[config.mk]
export PLATFORM = sky130hd
export DESIGN_NAME = motion_magnitude_smoother
export DESIGN_NICKNAME = d
export VERILOG_FILES = /design/src/rtl/mms_pkg.sv /design/src/rtl/mms_root.sv /design/src/rtl/motion_magnitude_smoother.sv
export SDC_FILE = /design/constraint.sdc
export NUM_CORES = 1
export LEC_CHECK = 0
export BUFFER_PORTS_ARGS = -buffer_cell sky130_fd_sc_hd__buf_2
export CAP_MARGIN = 20
export CORE_MARGIN = 2
export CORE_UTILIZATION = 24
export CTS_CLUSTER_SIZE = 12
export DETAILED_ROUTE_END_ITERATION = 12
export PLACE_DENSITY_LB_ADDON = 0.15
export REMOVE_ABC_BUFFERS = 1
export SYNTH_ARGS = -nofsm -noshare
export SYNTH_HDL_FRONTEND = slang
export SYNTH_SLANG_ARGS = --single-unit
[constraint.sdc]
create_clock -name clk -period 5.8 [get_ports clk]
set_input_delay 1.16 -clock clk [delete_from_list [all_inputs] [get_ports clk]]
set_output_delay 1.16 -clock clk [all_outputs]
set_load 0.005 [all_outputs]
[src/rtl/mms_pkg.sv]
// Shared constants for the motion magnitude smoother.
`default_nettype none

package mms_pkg;

    localparam int SAMPLE_BITS_DEF = 16;
    localparam int DRIVE_SHIFT_DEF = 5;

    localparam int MAG_W    = 16;
    localparam int WEIGHT_W = 9;
    localparam int BASE_W   = 8;
    localparam int DRIVE_W  = 8;

    localparam int CFG_INDEX_W = 2;
    localparam int CFG_DATA_W  = 16;

    localparam logic [CFG_INDEX_W-1:0] REG_NEW_WEIGHT    = 2'd0;
    localparam logic [CFG_INDEX_W-1:0] REG_LEVEL_CEILING = 2'd1;
    localparam logic [CFG_INDEX_W-1:0] REG_BASE_DRIVE    = 2'd2;

    localparam logic [WEIGHT_W-1:0] WEIGHT_FULL = 9'd256;

    localparam logic [WEIGHT_W-1:0] NEW_WEIGHT_RST    = 9'd56;
    localparam logic [MAG_W-1:0]    LEVEL_CEILING_RST = 16'd4800;
    localparam logic [BASE_W-1:0]   BASE_DRIVE_RST    = 8'd50;

endpackage

`default_nettype wire

[src/rtl/mms_root.sv]
// Bit-serial sum of squares followed by a bit-by-bit floor square root.
`default_nettype none

module mms_root #(
    parameter int SAMPLE_BITS = mms_pkg::SAMPLE_BITS_DEF
) (
    input  logic                          clk,
    input  logic                          rst_n,
    input  logic                          start,
    input  logic signed [SAMPLE_BITS-1:0] accel_x,
    input  logic signed [SAMPLE_BITS-1:0] accel_y,
    output logic                          done,
    output logic [mms_pkg::MAG_W-1:0]     magnitude
);

    localparam int SQ_W  = 2 * SAMPLE_BITS;
    localparam int REM_W = SAMPLE_BITS + 3;
    localparam int CNT_W = $clog2(SAMPLE_BITS);
    localparam int RW    = (SAMPLE_BITS > mms_pkg::MAG_W) ? SAMPLE_BITS : mms_pkg::MAG_W;

    typedef enum logic [1:0] {
        ST_IDLE,
        ST_SQUARE,
        ST_ROOT
    } state_t;

    state_t                 state_reg;
    logic [CNT_W-1:0]       cnt_reg;
    logic [SAMPLE_BITS-1:0] mx_reg;
    logic [SAMPLE_BITS-1:0] my_reg;
    logic [SQ_W-1:0]        ex_reg;
    logic [SQ_W-1:0]        ey_reg;
    logic [SQ_W-1:0]        sum_reg;
    logic [REM_W-1:0]       rem_reg;
    logic [SAMPLE_BITS-1:0] root_reg;
    logic                   done_reg;

    logic [SAMPLE_BITS-1:0] x_u;
    logic [SAMPLE_BITS-1:0] y_u;
    logic [SAMPLE_BITS-1:0] ax;
    logic [SAMPLE_BITS-1:0] ay;
    logic [SQ_W-1:0]        sum_next;
    logic [REM_W-1:0]       rem_sh;
    logic [REM_W-1:0]       trial;
    logic                   last_step;
    logic [RW-1:0]          root_ext;

    assign x_u = accel_x;
    assign y_u = accel_y;
    // -2^(N-1) maps to 2^(N-1), which still fits unsigned
    assign ax  = x_u[SAMPLE_BITS-1] ? SAMPLE_BITS'(~x_u + 1'b1) : x_u;
    assign ay  = y_u[SAMPLE_BITS-1] ? SAMPLE_BITS'(~y_u + 1'b1) : y_u;

    assign sum_next = sum_reg + (mx_reg[0] ? ex_reg : '0) + (my_reg[0] ? ey_reg : '0);

    assign rem_sh = {rem_reg[REM_W-3:0], sum_reg[SQ_W-1 -: 2]};
    assign trial  = {1'b0, root_reg, 2'b01};

    assign last_step = (cnt_reg == CNT_W'(SAMPLE_BITS - 1));

    assign root_ext  = RW'(root_reg);
    assign magnitude = (root_ext > RW'({mms_pkg::MAG_W{1'b1}})) ? {mms_pkg::MAG_W{1'b1}}
                                                                : root_ext[mms_pkg::MAG_W-1:0];
    assign done = done_reg;

    always_ff @(posedge clk or negedge rst_n)
    begin
        if (!rst_n)
        begin
            state_reg <= ST_IDLE;
            cnt_reg   <= '0;
            done_reg  <= 1'b0;
        end
        else
        begin
            done_reg <= 1'b0;
            unique case (state_reg)
                ST_IDLE:
                begin
                    if (start)
                    begin
                        mx_reg    <= ax;
                        my_reg    <= ay;
                        ex_reg    <= SQ_W'(ax);
                        ey_reg    <= SQ_W'(ay);
                        sum_reg   <= '0;
                        cnt_reg   <= '0;
                        state_reg <= ST_SQUARE;
                    end
                end
                ST_SQUARE:
                begin
                    sum_reg <= sum_next;
                    mx_reg  <= mx_reg >> 1;
                    my_reg  <= my_reg >> 1;
                    ex_reg  <= ex_reg << 1;
                    ey_reg  <= ey_reg << 1;
                    cnt_reg <= cnt_reg + 1'b1;
                    if (last_step)
                    begin
                        cnt_reg   <= '0;
                        rem_reg   <= '0;
                        root_reg  <= '0;
                        state_reg <= ST_ROOT;
                    end
                end
                ST_ROOT:
                begin
                    sum_reg <= sum_reg << 2;
                    cnt_reg <= cnt_reg + 1'b1;
                    if (rem_sh >= trial)
                    begin
                        rem_reg  <= rem_sh - trial;
                        root_reg <= {root_reg[SAMPLE_BITS-2:0], 1'b1};
                    end
                    else
                    begin
                        rem_reg  <= rem_sh;
                        root_reg <= {root_reg[SAMPLE_BITS-2:0], 1'b0};
                    end
                    if (last_step)
                    begin
                        done_reg  <= 1'b1;
                        state_reg <= ST_IDLE;
                    end
                end
                default:
                begin
                    state_reg <= ST_IDLE;
                end
            endcase
        end
    end

endmodule

`default_nettype wire

[src/rtl/motion_magnitude_smoother.sv]
// Top level: config registers, control, bit-serial blend, clamp and drive output.
`default_nettype none

// Each request carries one signed X/Y sample pair and yields one result holding the
// floor root of x*x+y*y, the updated smoothed level and the drive level. One request
// is in work at a time and passes in order through the bit-serial squarer, the root
// unit (one root bit per cycle), bit-serial weighting over the 9 weight bits, and a
// final clamp/drive step that waits until the output register can take the result.
// A new request is taken as soon as the previous one leaves the datapath, even while
// its result still sits in the output register. Config writes are always ready and
// belong in idle periods only; writes to an unknown index are dropped.
module motion_magnitude_smoother #(
    parameter int SAMPLE_BITS = mms_pkg::SAMPLE_BITS_DEF,
    parameter int DRIVE_SHIFT = mms_pkg::DRIVE_SHIFT_DEF
) (
    input  logic                                clk,
    input  logic                                rst_n,
    input  logic                                in_valid,
    output logic                                in_ready,
    input  logic signed [SAMPLE_BITS-1:0]       accel_x,
    input  logic signed [SAMPLE_BITS-1:0]       accel_y,
    output logic                                out_valid,
    input  logic                                out_ready,
    output logic [mms_pkg::MAG_W-1:0]           magnitude,
    output logic [mms_pkg::MAG_W-1:0]           smoothed,
    output logic [mms_pkg::DRIVE_W-1:0]         drive,
    input  logic                                cfg_valid,
    output logic                                cfg_ready,
    input  logic [mms_pkg::CFG_INDEX_W-1:0]     cfg_index,
    input  logic [mms_pkg::CFG_DATA_W-1:0]      cfg_data
);

    localparam int MAG_W  = mms_pkg::MAG_W;
    localparam int W_W    = mms_pkg::WEIGHT_W;
    localparam int PROD_W = MAG_W + W_W - 1;
    localparam int BCNT_W = $clog2(W_W);
    localparam int DSUM_W = MAG_W + 1;

    typedef enum logic [1:0] {
        ST_IDLE,
        ST_ROOT,
        ST_BLEND,
        ST_FINISH
    } state_t;

    state_t                        state_reg;
    logic [BCNT_W-1:0]             bcnt_reg;
    logic [W_W-1:0]                wsh_reg;
    logic [W_W-1:0]                wcsh_reg;
    logic [PROD_W-1:0]             root_sh_reg;
    logic [PROD_W-1:0]             lvl_sh_reg;
    logic [PROD_W-1:0]             acc_reg;
    logic [MAG_W-1:0]              mag_reg;
    logic [MAG_W-1:0]              level_reg;
    logic                          out_valid_reg;
    logic [MAG_W-1:0]              magnitude_reg;
    logic [MAG_W-1:0]              smoothed_reg;
    logic [mms_pkg::DRIVE_W-1:0]   drive_reg;

    logic [W_W-1:0]                new_weight_reg;
    logic [MAG_W-1:0]              level_ceiling_reg;
    logic [mms_pkg::BASE_W-1:0]    base_drive_reg;

    logic                          root_done;
    logic [MAG_W-1:0]              root_mag;
    logic [W_W-1:0]                w_eff;
    logic [W_W-1:0]                w_old;
    logic [PROD_W-1:0]             acc_next;
    logic [MAG_W-1:0]              lvl_raw;
    logic [MAG_W-1:0]              level_next;
    logic [DSUM_W-1:0]             drive_sum;
    logic [mms_pkg::DRIVE_W-1:0]   drive_next;
    logic                          load_out;

    mms_root #(
        .SAMPLE_BITS (SAMPLE_BITS)
    ) u_root (
        .clk       (clk),
        .rst_n     (rst_n),
        .start     (in_valid && in_ready),
        .accel_x   (accel_x),
        .accel_y   (accel_y),
        .done      (root_done),
        .magnitude (root_mag)
    );

    assign in_ready  = (state_reg == ST_IDLE);
    assign cfg_ready = 1'b1;
    assign out_valid = out_valid_reg;
    assign magnitude = magnitude_reg;
    assign smoothed  = smoothed_reg;
    assign drive     = drive_reg;

    assign w_eff = (new_weight_reg > mms_pkg::WEIGHT_FULL) ? mms_pkg::WEIGHT_FULL
                                                           : new_weight_reg;
    assign w_old = mms_pkg::WEIGHT_FULL - w_eff;

    assign acc_next = acc_reg + (wsh_reg[0] ? root_sh_reg : '0)
                              + (wcsh_reg[0] ? lvl_sh_reg : '0);

    assign lvl_raw    = acc_reg[PROD_W-1 -: MAG_W];
    assign level_next = (lvl_raw > level_ceiling_reg) ? level_ceiling_reg : lvl_raw;
    assign drive_sum  = DSUM_W'(base_drive_reg) + DSUM_W'(level_next >> DRIVE_SHIFT);
    assign drive_next = (drive_sum > DSUM_W'({mms_pkg::DRIVE_W{1'b1}}))
                      ? {mms_pkg::DRIVE_W{1'b1}} : drive_sum[mms_pkg::DRIVE_W-1:0];

    assign load_out = (state_reg == ST_FINISH) && (!out_valid_reg || out_ready);

    always_ff @(posedge clk or negedge rst_n)
    begin
        if (!rst_n)
        begin
            new_weight_reg    <= mms_pkg::NEW_WEIGHT_RST;
            level_ceiling_reg <= mms_pkg::LEVEL_CEILING_RST;
            base_drive_reg    <= mms_pkg::BASE_DRIVE_RST;
        end
        else if (cfg_valid && cfg_ready)
        begin
            unique case (cfg_index)
                mms_pkg::REG_NEW_WEIGHT:    new_weight_reg    <= cfg_data[W_W-1:0];
                mms_pkg::REG_LEVEL_CEILING: level_ceiling_reg <= cfg_data[MAG_W-1:0];
                mms_pkg::REG_BASE_DRIVE:    base_drive_reg    <= cfg_data[mms_pkg::BASE_W-1:0];
                default:                    ;
            endcase
        end
    end

    always_ff @(posedge clk or negedge rst_n)
    begin
        if (!rst_n)
        begin
            state_reg     <= ST_IDLE;
            bcnt_reg      <= '0;
            level_reg     <= '0;
            out_valid_reg <= 1'b0;
        end
        else
        begin
            if (out_ready && !load_out)
            begin
                out_valid_reg <= 1'b0;
            end
            unique case (state_reg)
                ST_IDLE:
                begin
                    if (in_valid)
                    begin
                        state_reg <= ST_ROOT;
                    end
                end
                ST_ROOT:
                begin
                    if (root_done)
                    begin
                        mag_reg     <= root_mag;
                        wsh_reg     <= w_eff;
                        wcsh_reg    <= w_old;
                        root_sh_reg <= PROD_W'(root_mag);
                        lvl_sh_reg  <= PROD_W'(level_reg);
                        acc_reg     <= '0;
                        bcnt_reg    <= '0;
                        state_reg   <= ST_BLEND;
                    end
                end
                ST_BLEND:
                begin
                    // level*(256-w) + root*w, one weight bit per cycle
                    acc_reg     <= acc_next;
                    wsh_reg     <= wsh_reg >> 1;
                    wcsh_reg    <= wcsh_reg >> 1;
                    root_sh_reg <= root_sh_reg << 1;
                    lvl_sh_reg  <= lvl_sh_reg << 1;
                    bcnt_reg    <= bcnt_reg + 1'b1;
                    if (bcnt_reg == BCNT_W'(W_W - 1))
                    begin
                        state_reg <= ST_FINISH;
                    end
                end
                ST_FINISH:
                begin
                    if (load_out)
                    begin
                        level_reg     <= level_next;
                        magnitude_reg <= mag_reg;
                        smoothed_reg  <= level_next;
                        drive_reg     <= drive_next;
                        out_valid_reg <= 1'b1;
                        state_reg     <= ST_IDLE;
                    end
                end
                default:
                begin
                    state_reg <= ST_IDLE;
                end
            endcase
        end
    end

    a_root_done_in_root: assert property (@(posedge clk) disable iff (!rst_n)
        root_done |-> (state_reg == ST_ROOT))
        else $error("root unit finished outside the root wait state");

    a_level_clamped: assert property (@(posedge clk) disable iff (!rst_n)
        load_out |=> (level_reg <= level_ceiling_reg) && (smoothed_reg == level_reg))
        else $error("smoothed level above ceiling or out of step with stored level");

    a_drive_floor: assert property (@(posedge clk) disable iff (!rst_n)
        out_valid_reg |-> (drive_reg >= base_drive_reg))
        else $error("drive below base offset");

endmodule

`default_nettype wire
[Word level (Yosys, flattened, before mapping)]
Cells that the tools add are included.
Operators by class
  eq/ne operators: 16
  reductions and logical operators: 27
  bitwise operators: 2
  muxes and demuxes: 54
  add/subtract/negate cells: 11
  magnitude comparators: 5
Operator list (count)
  32-bit two-way mux: 5
  24-bit case mux with 2 select lines: 3
  32-bit case mux with 2 select lines: 2
  24-bit two-way mux: 5
  16-bit two-way mux: 7
  16-bit case mux with 2 select lines: 3
  32-bit case mux with 3 select lines: 1
  32-bit adder: 2
  24-bit adder: 2
  9-bit case mux with 2 select lines: 2
  17-bit two-way mux: 2
  17-bit case mux with 2 select lines: 1
  16-bit by 1-bit adder with 16-bit output, second input constant: 2
  16-bit NOT: 2
  9-bit two-way mux: 3
  3-bit AND reduction: 7
  19-bit by 18-bit >= comparator with 1-bit output: 1
  17-bit subtractor: 1
  16-bit > comparator: 1
  16-bit > comparator, second input constant: 1
  2-bit two-way mux: 7
  8-bit by 11-bit adder with 12-bit output: 1
  12-bit by 8-bit > comparator with 1-bit output, second input constant: 1
  4-bit two-way mux: 3
  other kinds (21): 50
Word-level totals
  register bits: 370
  bits of input ports: 55
  output and inout bits: 43

[Depth between registers and ports, before layout]
  depth after elaboration: 8
  depth in mapped cells: 21
  mapped depth without buffers: 19

[Cells and area by module]
Synthesis repeated with hierarchy kept, for this count alone.
Unflattened totals
  cells, all modules: 1911
  area, all modules: 21684.5 µm²
By module, submodules not included
  mms_root: cells each 1104, instances 1, sequential area each 5009.8 µm², area an instance 11066.9 µm²
  motion_magnitude_smoother: cells each 807, instances 1, sequential area each 5798.1 µm², area an instance 10617.7 µm²

[Worst setup path before layout]
Ideal clock, no wire load.
  kind: input port to flip-flop
  start point: input port in_valid
  end point: register u_root.ex_reg[0], enable pin
  cell stages on the path: 4
  path slack: -196 ps
  library setup time: 551 ps
  arrival: 5445 ps
  cell sequence: nand2_1 nand2_1 nand2_1 nor2_1
Between the ends
  cells in the longest elaborated chain, start to end: 3
Ends and longest elaborated chain
  start: declaration: RTL line motion_magnitude_smoother.sv:18  | input logic in_valid,
  1-bit logical AND: RTL line motion_magnitude_smoother.sv:80  | .start (in_valid && in_ready),
  2-bit by 1-bit inequality test with 1-bit output (no line)
  3-bit AND reduction (no line)
  end signal: assignment: RTL line mms_root.sv:84  | ex_reg <= SQ_W'(ax);
  end signal: assignment: RTL line mms_root.sv:96  | ex_reg <= ex_reg << 1;
  end: declaration: RTL line mms_root.sv:31  | logic [SQ_W-1:0] ex_reg;
Every way passes these cells.
A chain may end at the register's enable or synchronous reset.

[Worst setup path after layout]
  start point: register level_ceiling_reg[12]
  end point: register drive_reg, in the netlist drive[0], data pin
Between the ends
  cells in the longest elaborated chain, start to end: 4
Ends and longest elaborated chain
  start: declaration: RTL line motion_magnitude_smoother.sv:61  | logic [MAG_W-1:0] level_ceiling_reg;
  start signal: assignment: RTL line motion_magnitude_smoother.sv:114  | level_ceiling_reg <= mms_pkg::LEVEL_CEILING_RST;
  start signal: assignment: RTL line motion_magnitude_smoother.sv:121  | mms_pkg::REG_LEVEL_CEILING: level_ceiling_reg <= cfg_data[MAG_W-1:0];
  16-bit > comparator: RTL line motion_magnitude_smoother.sv:102  | assign level_next = (lvl_raw > level_ceiling_reg) ? level_ceiling_reg : lvl_raw;
  16-bit two-way mux: RTL line motion_magnitude_smoother.sv:102
  net level_next[6]: RTL line motion_magnitude_smoother.sv:70  | logic [MAG_W-1:0] level_next;
  8-bit by 11-bit adder with 12-bit output: RTL line motion_magnitude_smoother.sv:103  | assign drive_sum = DSUM_W'(base_drive_reg) + DSUM_W'(level_next >> DRIVE_SHIFT);
  12-bit by 8-bit > comparator with 1-bit output: RTL line motion_magnitude_smoother.sv:104  | assign drive_next = (drive_sum > DSUM_W'({mms_pkg::DRIVE_W{1'b1}}))
  end signal: assignment: RTL line motion_magnitude_smoother.sv:186  | drive_reg <= drive_next;
  end: declaration: RTL line motion_magnitude_smoother.sv:58  | logic [mms_pkg::DRIVE_W-1:0] drive_reg;
The timed path passes the listed nets, and every way through them passes these cells.

==> metrics.txt <==
Starting DRT DRC Count 686; FFs w/ async S/R, synth 17.0%; clk_lat worst skew 0.59 ns; crit-path max FO 15; DRC viols 0; Post-Syn Area 21500 sq um; per-cell routed wire length 16.2 um; Placement Cell Area 23400 sq um; Ant. Diodes 0; critical path's slowest cell dfstp_2; sequential area share after synthesis 50.3%; Hold Path Depth 0; worst path cell trace inv_1, ha_1, nand4_1, nor2_1, o211ai_1, a21o_1, o211ai_1, nand2_1, o21ai_1, ha_1, a21o_1, a21oi_1, o21ai_0, o41ai_1, nand3_1, a21oi_1, o21ai_0; PostCTS Resize Cnt 0; Initial Util 24.3%; register area 10800 sq um; setup TNS 0 ns; outcome complete, no violations; post-place setup slack 0.874 ns; initial antenna violation count 1; # nets final 2321; Die Area 91900 sq um; Min-Delay Endpoint magnitude[8]; clock slew at reported path FFs 0.06 ns; Die H 303 um; Total GRT Usage 11.8%; area of the multi-input gates 9670 sq um; WP data arrival 5.23 ns; count leader, synth edfxtp_1; DRT antenna net count 0; Worst path top cell family by delay compound AO/OA/AOI/OAI gates; power density cells 552 nW/um^2; cts hold-fix bufs 0; flops & latches, synth 370; fill count 9248; top cells by count, synth edfxtp_1 (307), nand2_1 (227), inv_1 (205); Avg Cell Area, Syn 10.7 sq um; fin crit share 84.6%; Num CTS Buffers 47; Buffers on Ports 96; core footprint 88500 sq um; Pwr Total 13800 uW; dpl hpwl 38000 um; Worst setup SP type flip-flop; Final Skew 0.0244 ns; library cells used by synthesis 77; Die Wd 303 um; post-route cell area 25000 sq um; critical path required time 6.12 ns; Reg2Reg Depth 17; Largest stage delay, worst path 0.52 ns; clk buf depth 3; Setup Viol. Count Final 0; Slew @ Worst Pin 1.03 ns; max_slew headroom 31.0%; crit path time final 4.91 ns; P_leak 0.00993 uW; area leader, netlist edfxtp_1; htree depth 2; Bufs and invs on worst path 1; Post-CTS Setup Bufs 0; yosys warns 0; FMAX 204 MHz; Synth-to-Final Area Change 16.3%; HP Class flip-flop to flip-flop; drt pass-1 iters 5; Synth area leaders edfxtp_1 (43%), ha_1 (6.3%), dfrtp_1 (6.2%); FP Rows 109; TritonCTS clock tree done; RR Endpoint drive[0]; routability congestion estimate 0.830; Via density 4.43; Final Hold Vio Count 0; pins over their slew limit 0; r2r startpoint level_ceiling_reg[12]; maximum vdd drop 0.250 mV; Max Cap Viol 0; reg2reg setup slack 0.89 ns; Post-synth EDFFs 307; setup ws final 0.894 ns; RSZ-0062 raised after global routing false; # IOs 98; critical path endpoint category flip-flop; total number of vias 14.6k; post-synth top area share 42.9%; grt ovf 0; largest net degree at the start of global routing 90; Synth Flop Type edfxtp_1; worst setup path class flip-flop to flip-flop; Root Driver clkbuf_16; # clock sinks 370; Syn Inst Count 2009; vias in the first global route 15.3k; global-route wire length before repair 85600 um; worst hold start mag_reg[8]; final wirelength 53600 um; layout cell share with drive strength beyond 1 13.4%
[layout make-up]
class | instances | area share (%)
Multi-Input combinational cell | 1361 | 38.7
Timing Repair Buffer | 115 | 2.82
Sequential cell | 370 | 43.3
Inverter | 206 | 3.10
Clock buffer | 59 | 5.14
Clock inverter | 26 | 1.10
Tap cell | 1165 | 5.84
[cell usage in the layout (no fill, tap or decap), drive strengths merged, types with 35 or more instances in the layout]
| cell type | n |
|---|---|
| edfxtp | 307 |
| nand2 | 227 |
| inv | 208 |
| o21ai | 160 |
| nor2 | 132 |
| buf | 115 |
| a21oi | 108 |
| ha | 108 |
| and2 | 100 |
| mux2 | 66 |
| xnor2 | 62 |
| clkbuf | 59 |
| fa | 57 |
| dfrtp | 53 |
| nand3 | 36 |
| a21o | 35 |
[worst reg2reg max path: cells and delay by family (launching register included)]
family | cells | cell delay, ns
buf+inv | 1 | 0.05
fa+ha+maj | 2 | 0.61
compound gates | 10 | 2.60
simple gates | 4 | 0.86
flops | 1 | 0.52
[report_power, final]
part / total (uW) / switching [uW] / leakage [uW] / internal (uW)
logic: 6370 / 3820 / 0.00554 / 2550
clock network: 3000 / 1210 / 0.000773 / 1790
registers: 4410 / 432 / 0.00362 / 3980
total: 13800 / 5460 / 0.00993 / 8320
[kinds of logic after synthesis]
| family | count (synthesis) | synth area share, % |
|---|---|---|
| buffers and inverters | 278 | 4.88 |
| AOI/OAI and AO/OA | 440 | 12.9 |
| xor gates and xnor gates | 85 | 3.47 |
| DFF | 370 | 50.3 |
| and+or+nand+nor | 601 | 13.2 |
| muxes | 69 | 3.60 |
| adders and majority gates | 165 | 11.6 |
| other | 1 | 0.0175 |
[worst max-delay path by stage]
stage	start	to	slack (ns)	cells after the start
floorplan	state_reg[0]	acc_reg[0]	-1.49	4
global placement	level_ceiling_reg[12]	drive[2]	1.08	17
detailed placement	level_ceiling_reg[12]	drive[0]	0.87	17
CTS	level_ceiling_reg[12]	drive[0]	0.87	17
global route	level_ceiling_reg[12]	drive[2]	0.33	17
finish	level_ceiling_reg[12]	drive[0]	0.89	17
[per-layer routing]
| layer | share of wire [%] | global-route usage, % | wire [um] |
|---|---|---|---|
| met1 | 46 | 15.3 | 24800 |
| met2 | 48 | 20.2 | 25800 |
| met3 | 3.5 | 2.01 | 1860 |
| met4 | 2.2 | 3.08 | 1160 |
| met5 | 0 | 0 | 0 |
[metrics by stage]
stage | hold WS [ns] | cells | utilization [%]
5_1_grt | 0.406 | 3302 | 28.2
2_1_floorplan | 0.400 | 1937 | -
4_1_cts | 0.394 | 3300 | 28.2
3_3_place_gp | 0.415 | 3214 | 26.4
6_report | 0.421 | 3302 | 28.2
3_5_place_dp | 0.413 | 3215 | 26.4
Note: power is estimated with default switching activity, not from simulation.
